File: src/pss_pkg.sv
// ----------------------------------------------------------------------------
// pss_pkg
// Shared types, widths and constants of the pen stroke point smoother.
// ----------------------------------------------------------------------------
package pss_pkg;

  localparam int WINDOW_SIZE_DEF = 10;

  localparam int COORD_W   = 24;
  localparam int PRESS_W   = 13;
  localparam int CFG_W     = 16;
  localparam int CFG_IDX_W = 2;
  localparam int FOLLOW_W  = 9;

  // Datapath widths
  localparam int DIFF_W    = COORD_W + 1;     // sample minus kept point
  localparam int D2_W      = 2 * COORD_W + 1; // dx*dx + dy*dy
  localparam int ROOT_W    = COORD_W + 1;
  localparam int DIV_NUM_W = 29;
  localparam int DIV_DEN_W = 16;
  localparam int QUO_W     = 13;
  localparam int DIV_CNT_W = 4;

  localparam logic [PRESS_W-1:0]  PRESS_ONE  = 13'd4096;
  localparam logic [PRESS_W-1:0]  PRESS_HALF = 13'd2048;
  localparam logic [FOLLOW_W-1:0] FOLLOW_ONE = 9'd256;

  // Register reset values
  localparam logic [FOLLOW_W-1:0] FOLLOW_RST   = 9'd128;
  localparam logic [CFG_W-1:0]    MIN_DIST_RST = 16'd256;
  localparam logic [CFG_W-1:0]    DIST_LIM_RST = 16'd4096;

  typedef enum logic [CFG_IDX_W-1:0] {
    CFG_FOLLOW     = 2'd0,
    CFG_SIMULATE   = 2'd1,
    CFG_MIN_DIST   = 2'd2,
    CFG_DIST_LIMIT = 2'd3
  } cfg_idx_t;

  typedef struct packed {
    logic signed [COORD_W-1:0] pos_x;
    logic signed [COORD_W-1:0] pos_y;
    logic [PRESS_W-1:0]        pen_pressure;
    logic                      stroke_end;
  } in_item_t;

  typedef struct packed {
    logic signed [COORD_W-1:0] out_x;
    logic signed [COORD_W-1:0] out_y;
    logic [PRESS_W-1:0]        out_pressure;
    logic                      out_last;
  } out_item_t;

  typedef enum logic [1:0] {
    OUT_SEL_AVG   = 2'd0,
    OUT_SEL_RAW   = 2'd1,
    OUT_SEL_FLUSH = 2'd2
  } out_sel_t;

  // Controller to datapath
  typedef struct packed {
    logic     latch_in;
    logic     stroke_start;
    logic     cand_raw;
    logic     diff;
    logic     square;
    logic     sum;
    logic     cand_smooth;
    logic     sqrt_start;
    logic     pdiv_start;
    logic     press_half;
    logic     press_div;
    logic     keep;
    logic     avg_start;
    logic     fl_clear;
    logic     fl_inc;
    logic     out_load;
    out_sel_t out_sel;
    logic     out_last;
    logic     finish;
  } pss_cmd_t;

  // Datapath to controller
  typedef struct packed {
    logic in_stroke;
    logic sample_end;
    logic dist_keep;
    logic simulate;
    logic half_hit;
    logic root_done;
    logic div_done;
    logic cnt_full;
    logic cnt_fill_next;
    logic fl_last;
    logic out_free;
  } pss_sts_t;

endpackage

File: src/pss_ctrl.sv
// ----------------------------------------------------------------------------
// pss_ctrl
// Sequencer: steps one sample through distance check, optional pressure
// simulation, window update and result emission.
// ----------------------------------------------------------------------------
module pss_ctrl import pss_pkg::*; (
  input  logic     clk,
  input  logic     rst_n,
  input  logic     in_valid,
  output logic     in_stall,
  input  pss_sts_t sts,
  output pss_cmd_t cmd
);

  typedef enum logic [4:0] {
    S_IDLE,
    S_DECIDE,
    S_DIFF,
    S_SQ,
    S_SUM,
    S_CMP,
    S_SQRT_W,
    S_PCHK,
    S_PDIV_W,
    S_KEEP,
    S_AVG_S,
    S_AVG_W,
    S_EMIT_ONE,
    S_FL_RD,
    S_FL_EM,
    S_END_CHK,
    S_EMIT_RAW,
    S_FIN
  } state_t;

  state_t state_r;
  logic   end_phase_r;  // keeping the raw final sample
  logic   flush_r;      // pending result is a startup flush

  // State and phase flags
  always_ff @(posedge clk) begin
    if (!rst_n) begin
      state_r     <= S_IDLE;
      end_phase_r <= 1'b0;
      flush_r     <= 1'b0;
    end else begin
      unique case (state_r)
        S_IDLE: begin
          end_phase_r <= 1'b0;
          if (in_valid) state_r <= S_DECIDE;
        end
        S_DECIDE: begin
          if (!sts.in_stroke) begin
            state_r <= sts.sample_end ? S_EMIT_RAW : S_KEEP;
          end else begin
            state_r <= S_DIFF;
          end
        end
        S_DIFF: state_r <= S_SQ;
        S_SQ:   state_r <= S_SUM;
        S_SUM:  state_r <= S_CMP;
        S_CMP: begin
          if (!sts.dist_keep)    state_r <= S_END_CHK;
          else if (sts.simulate) state_r <= S_SQRT_W;
          else                   state_r <= S_KEEP;
        end
        S_SQRT_W: if (sts.root_done) state_r <= S_PCHK;
        S_PCHK:   state_r <= sts.half_hit ? S_KEEP : S_PDIV_W;
        S_PDIV_W: if (sts.div_done) state_r <= S_KEEP;
        S_KEEP: begin
          if (sts.cnt_full) begin
            flush_r <= 1'b0;
            state_r <= S_AVG_S;
          end else if (end_phase_r || sts.cnt_fill_next) begin
            flush_r <= 1'b1;
            state_r <= S_AVG_S;
          end else begin
            state_r <= S_END_CHK;
          end
        end
        S_AVG_S: state_r <= S_AVG_W;
        S_AVG_W: if (sts.div_done) state_r <= flush_r ? S_FL_RD : S_EMIT_ONE;
        S_EMIT_ONE: begin
          if (sts.out_free) state_r <= end_phase_r ? S_FIN : S_END_CHK;
        end
        S_FL_RD: state_r <= S_FL_EM;
        S_FL_EM: begin
          if (sts.out_free) begin
            if (!sts.fl_last)     state_r <= S_FL_RD;
            else if (end_phase_r) state_r <= S_FIN;
            else                  state_r <= S_END_CHK;
          end
        end
        S_END_CHK: begin
          if (sts.sample_end && !end_phase_r) begin
            end_phase_r <= 1'b1;
            state_r     <= S_KEEP;
          end else begin
            state_r <= S_IDLE;
          end
        end
        S_EMIT_RAW: if (sts.out_free) state_r <= S_IDLE;
        S_FIN:      state_r <= S_IDLE;
        default:    state_r <= S_IDLE;
      endcase
    end
  end

  assign in_stall = (state_r != S_IDLE);

  // Commands to the datapath
  always_comb begin
    cmd          = '0;
    cmd.out_sel  = OUT_SEL_AVG;
    cmd.latch_in = (state_r == S_IDLE) && in_valid;
    unique case (state_r)
      S_DECIDE: begin
        cmd.cand_raw     = 1'b1;
        cmd.stroke_start = !sts.in_stroke && !sts.sample_end;
      end
      S_DIFF: cmd.diff = 1'b1;
      S_SQ:   cmd.square = 1'b1;
      S_SUM:  cmd.sum = 1'b1;
      S_CMP: begin
        cmd.cand_smooth = sts.dist_keep;
        cmd.sqrt_start  = sts.dist_keep && sts.simulate;
      end
      S_PCHK: begin
        cmd.press_half = sts.half_hit;
        cmd.pdiv_start = !sts.half_hit;
      end
      S_PDIV_W: cmd.press_div = sts.div_done;
      S_KEEP:   cmd.keep = 1'b1;
      S_AVG_S: begin
        cmd.avg_start = 1'b1;
        cmd.fl_clear  = 1'b1;
      end
      S_EMIT_ONE: begin
        cmd.out_load = sts.out_free;
        cmd.out_sel  = OUT_SEL_AVG;
        cmd.out_last = end_phase_r;
      end
      S_FL_EM: begin
        cmd.out_load = sts.out_free;
        cmd.out_sel  = OUT_SEL_FLUSH;
        cmd.out_last = end_phase_r && sts.fl_last;
        cmd.fl_inc   = sts.out_free;
      end
      S_END_CHK: cmd.cand_raw = sts.sample_end && !end_phase_r;
      S_EMIT_RAW: begin
        cmd.out_load = sts.out_free;
        cmd.out_sel  = OUT_SEL_RAW;
        cmd.out_last = 1'b1;
      end
      S_FIN: cmd.finish = 1'b1;
      default: ;
    endcase
  end

  // Root result only arrives while it is awaited
  a_root_wait: assert property (@(posedge clk) disable iff (!rst_n)
    sts.root_done |-> state_r == S_SQRT_W)
    else $error("square root finished outside its wait state");

  // Divider result only arrives while it is awaited
  a_div_wait: assert property (@(posedge clk) disable iff (!rst_n)
    sts.div_done |-> (state_r == S_PDIV_W || state_r == S_AVG_W))
    else $error("divider finished outside a wait state");

  // Never overwrite a result still held in the output register
  a_out_free: assert property (@(posedge clk) disable iff (!rst_n)
    cmd.out_load |-> sts.out_free)
    else $error("output register overwritten");

endmodule

File: config.mk
export PLATFORM = sky130hd
export DESIGN_NAME = pss_ctrl
export DESIGN_NICKNAME = d
export VERILOG_FILES = /design/src/pss_pkg.sv /design/src/pss_ctrl.sv
export SDC_FILE = /design/constraint.sdc
export NUM_CORES = 1
export LEC_CHECK = 0
export ABC_AREA = 1
export BUFFER_PORTS_ARGS = -buffer_cell sky130_fd_sc_hd__buf_2
export CAP_MARGIN = 20
export CORE_UTILIZATION = 44
export CTS_BUF_LIST = sky130_fd_sc_hd__clkbuf_8
export DETAILED_ROUTE_END_ITERATION = 10
export GPL_TIMING_DRIVEN = 0
export PLACE_DENSITY = 0.79
export SYNTH_ARGS = -nofsm -noshare
export SYNTH_HDL_FRONTEND = slang
export SYNTH_SLANG_ARGS = --single-unit
File: constraint.sdc
create_clock -name clk -period 1.3 [get_ports clk]
set_input_delay 0 -clock clk [delete_from_list [all_inputs] [get_ports clk]]
set_output_delay 0 -clock clk [all_outputs]
set_load 0.05 [all_outputs]
Yosys cells after proc, flatten, opt, wreduce, memory -nomap -nowiden. Cells that the tools add are included. W data, S select, Z words.

Equal/unequal tests: 25. Mux-type cells: 36. Reduce and logical (&&, ||, !) cells: 17.

Operators by type and width (count): $pmux W5 S17 (1); $mux W5 (11); $eq A5 B4 Y1 const B (8); $eq A5 B3 Y1 const B (4); $ne A2 B2 Y1 const B (8); $mux W1 (13); $mux W4 (3); $pmux W4 S3 (1); $eq A5 B2 Y1 const B (2); $eq A5 B5 Y1 const B (2); $reduce_and A7 Y1 (1); $mux W2 (3); $mux W3 (2); $eq A5 B1 Y1 const B (1); $logic_and A1 B1 Y1 (5); $logic_not A5 Y1 (1); $reduce_bool A5 Y1 (1); $logic_not A1 Y1 (4); $pmux W1 S2 (2); $reduce_and A2 Y1 (2); $reduce_bool A2 Y1 (2); $logic_or A1 B1 Y1 (1).

Bits in registers: 7. Input bits: 14. Output and inout bits: 21. Logic and storage cells: 81.

Logic depth before layout (Yosys ltp).
Word-level depth: 4. Mapped depth: 11. Mapped depth without buffers: 10.

Least setup slack after synthesis. Ideal clock, no wire load.

Path type: reg-to-output. From: register state_r[1]. To: output cmd[18] in the netlist's numbering. Arrival: 1.793 ns. Required time: 1.300 ns. Slack: -0.493 ns. Cell stages (with the launch flop): 6. Buffers on the path: 0. Cell sequence: dfxtp_1 -> inv_1 -> nand2_1 -> nor2_2 -> nand2_1 -> nor3_1.

RTL lines: start: declaration (line pss_ctrl.sv:36) `state_t state_r;`; start signal: assignment (line pss_ctrl.sv:54) `state_r <= sts.sample_end ? S_EMIT_RAW : S_KEEP;`; start signal: assignment (line pss_ctrl.sv:68) `S_PCHK: state_r <= sts.half_hit ? S_KEEP : S_PDIV_W;`; start signal: assignment (line pss_ctrl.sv:82) `S_AVG_W: if (sts.div_done) state_r <= flush_r ? S_FL_RD : S_EMIT_ONE;`; end: declaration (line pss_ctrl.sv:12) `output pss_cmd_t cmd`.

Final worst setup path.
From: register state_r[4]. To: register state_r[3].

Cells in the longest elaborated chain, start to end: 3. Elaborated cells on any way between the ends: 26. Those cells by class: eq/ne (23); mux (1); reduce/logical (2).

RTL lines: $eq A5 B3 Y1, or another cell as far along (line pss_ctrl.sv:47) `unique case (state_r)`; $ne A2 B2 Y1 (no source line); $reduce_and A7 Y1 (no source line).

Parallel ways exist; a longest one is shown, timed or not. A chain may end at the register's enable or synchronous reset.

==> reports/results.txt <==
CTS tree: yes
DRC Markers: 0
Share of layout cells above drive strength 1: 61.47%
Relative slew slack: 75.73%
Leakage: 0.0008097 uW
FP Rows: 15
Routed WL: 4.532 mm
Setup_tns: -2.002 ns
Commonest cells in the netlist: nand2_1, nor2_1, inv_1, nand3_1
Synth warn: 0
Critical-path maximum fanout: 7
Ant. Diodes: 0
Power density cells: 1088 nW/um^2
First-pass GRT wire length: 4.843 mm
Yosys top cell by area: nand2_1
Count of max-cap constraint violations: 0
Most frequent cell after synthesis: nand2_1
Initial antenna violation count: 0
Avg WL per Cell: 18.65 um
Asr flop ratio synth: 0%
Mapped Avg Cell Area: 4.975 um^2
CP Data Arrival Time: 1.65 ns
Worst VDD drop: 0.8775 mV
CTS buffer count: 3
Routability cong.: 0.9001
Post-DP HPWL: 2.047 mm
Root Driver: clkbuf_8
Synth Register Bits: 7
Status: finished with violations
Core box area: 1745 um^2
HP Start: rst_n
Final Skew: 0.005242 ns
Fill cell count: 65
Hold Path Cell Cnt: 3
Critical R2R Capture: state_r[3]
Post-synth EDFFs: 0
Synth top area share: 24.40%
DIE AREA: 2066 um^2
WHS: 0.04172 ns
Sink Count: 7
Top cells by area, synth: nand2_1, dfxtp_1, nor2_1
Worst Setup End Kind: flop
Hold Crit Endpoint: flush_r
Fin nets: 233
Post-Syn Instances: 167
RSZ-0062 raised after global routing: true
Failing checks: setup timing
Clk buf depth: 2
1st-iter DRT viols: 129
Distinct cells, synth: 19
Critical Path RT: 1.41 ns
Sequential share of the synthesized area: 16.87%
Max H-tree Level: 1
Flop2flop setup slack: -0.25 ns
Worst slew pin tran: 0.3636 ns
Pins over their slew limit: 0
Hold Path Class: input port to flop
Overall overflow remaining after global route: 0
Max Clk Rate: 647.2 MHz
Final ANT Viol Nets: 0
Vias in the first global route: 1159
Worst setup SP type: flop
Final min period: 1.545 ns
Final critical-path setup slack: -0.2452 ns
Horiz. Die Dim: 45.46 um
Final core occ: 91.68%
Cell Area, Synth: 830.8 um^2
Via count: 1462
DRT Pass-1 Iters: 4
P&R area growth vs syn: 92.62%
Critical R2R Launch: state_r[4]
Initial Util: 47.60%
Ys flop type: dfxtp_1
Endpoints failing hold: 0
Period utilization: 118.9%
Syn_nets: 181
IO Count: 35
Total track usage: 31.90%
Die height: 45.46 um
Endpoints failing setup: 23
Via density: 6.016
Clock latency on the worst-skew pair: 0.23 ns
Pin count of the biggest net entering global routing: 9
Clk slew on worst S/H paths: 0.04 ns
Crit path kind: flop to flop
Port Buf Inserts: 34
Worst reg2reg path depth: 9
==> final cells by class <==
class	instances	area, um^2	area share [%]
Timing Repair Buffer	48	389.1	24.32
Inverter	29	133.9	8.366
Sequential cell	7	158.9	9.930
Clock buffer	3	41.29	2.580
Clock inverter	1	5.005	0.3127
Multi-Input combinational cell	128	814.5	50.90
Tap cell	25	31.28	1.955
Buffer	2	26.28	1.642
==> power breakdown <==
part	total (uW)	switching, uW	internal [uW]	leakage, uW
Sequential	304	62.3	242	0.0000605
Clock	301	93.6	207	0.0000255
Combinational	1140	747	389	0.000724
==> cells by family after synthesis <==
group,after synthesis,share of synthesized area (%)
simple gates,118,61.29
buf+inv,32,15.81
compound gates,10,6.023
flops,7,16.87
==> worst max-delay path, stage by stage, from the launching register on <==
cell,delay [ns]
dfxtp_4,0.37
inv_4,0.05
buf_8,0.14
buf_4,0.16
nand4_1,0.12
nand2_1,0.12
nor2_2,0.19
nand3_1,0.14
nand2_2,0.10
a21oi_2,0.05
==> layer usage <==
| metal | vias to the layer above | track usage, % | wire (um) |
|---|---|---|---|
| met3 | 35 | 5.556 | 499 |
| met1 | 668 | 40.88 | 1636 |
| met5 | - | 0 | 0 |
| met4 | 0 | 9.091 | 239 |
| li1 | 613 | - | - |
| met2 | 146 | 54.29 | 2157 |
==> cells in the final DEF (no fill, tap or decap) <==
master | synthesis | routed
buf_8 | 0 | 4
buf_6 | 1 | 10
dfxtp_4 | 0 | 5
o21ai_0 | 2 | 1
nor2_4 | 1 | 7
or2_2 | 1 | 1
clkbuf_4 | 0 | 2
buf_2 | 0 | 16
buf_12 | 0 | 1
inv_4 | 0 | 5
nand3_4 | 0 | 1
clkinvlp_4 | 0 | 2
nand4_1 | 4 | 4
inv_2 | 5 | 5
inv_6 | 0 | 1
nor2_2 | 2 | 14
clkbuf_8 | 0 | 3
nor2_1 | 33 | 15
nand2_2 | 5 | 16
dfxtp_1 | 7 | 2
a21oi_1 | 7 | 3
nand3_2 | 0 | 7
clkinv_2 | 0 | 1
nand3_1 | 14 | 6
buf_4 | 1 | 17
o21ai_1 | 1 | 2
nand2_4 | 1 | 8
nor3_2 | 0 | 2
inv_1 | 24 | 16
a21oi_2 | 0 | 4
nand2_8 | 0 | 1
nor3_4 | 0 | 1
nand2_1 | 54 | 35
==> metrics by stage <==
stage               std cells  area [um^2]  total power (uW)  setup WS, ns
CTS                       240         1384              1431      -0.08383
finish                    243         1600              1742       -0.2452
detailed placement        226         1116             957.1       -0.2114
global route              243         1600              1803       -0.2677
global placement          226         1116             946.7       -0.1572
floorplan                 167        914.6             810.3      -0.09859
==> state kept, by name, summed over array words and instances, names as in the netlist <==
signal	cells
flush_r	1
state_r	5
end_phase_r	1
==> worst max-delay path by stage <==
stage                          start         end  slack, ns  depth (start not counted)
after floorplan           state_r[1]     cmd[18]       -0.1                          5
final                     state_r[4]  state_r[3]      -0.25                          9
after detailed placement  state_r[1]  state_r[3]      -0.21                          9
after CTS                 state_r[4]  state_r[3]      -0.08                         11
after global routing      state_r[4]  state_r[3]      -0.27                          9
after global placement    state_r[1]  state_r[3]      -0.16                          9
==> what timing repair did <==
item,CTS,global route
gates resized for setup,53,53
endpoints found under the hold margin,0,0
hold buffers,0,0
pin swaps,14,19
setup buffers,10,4
endpoints found under the setup margin,21,24
(Power assumes the default switching activity.)
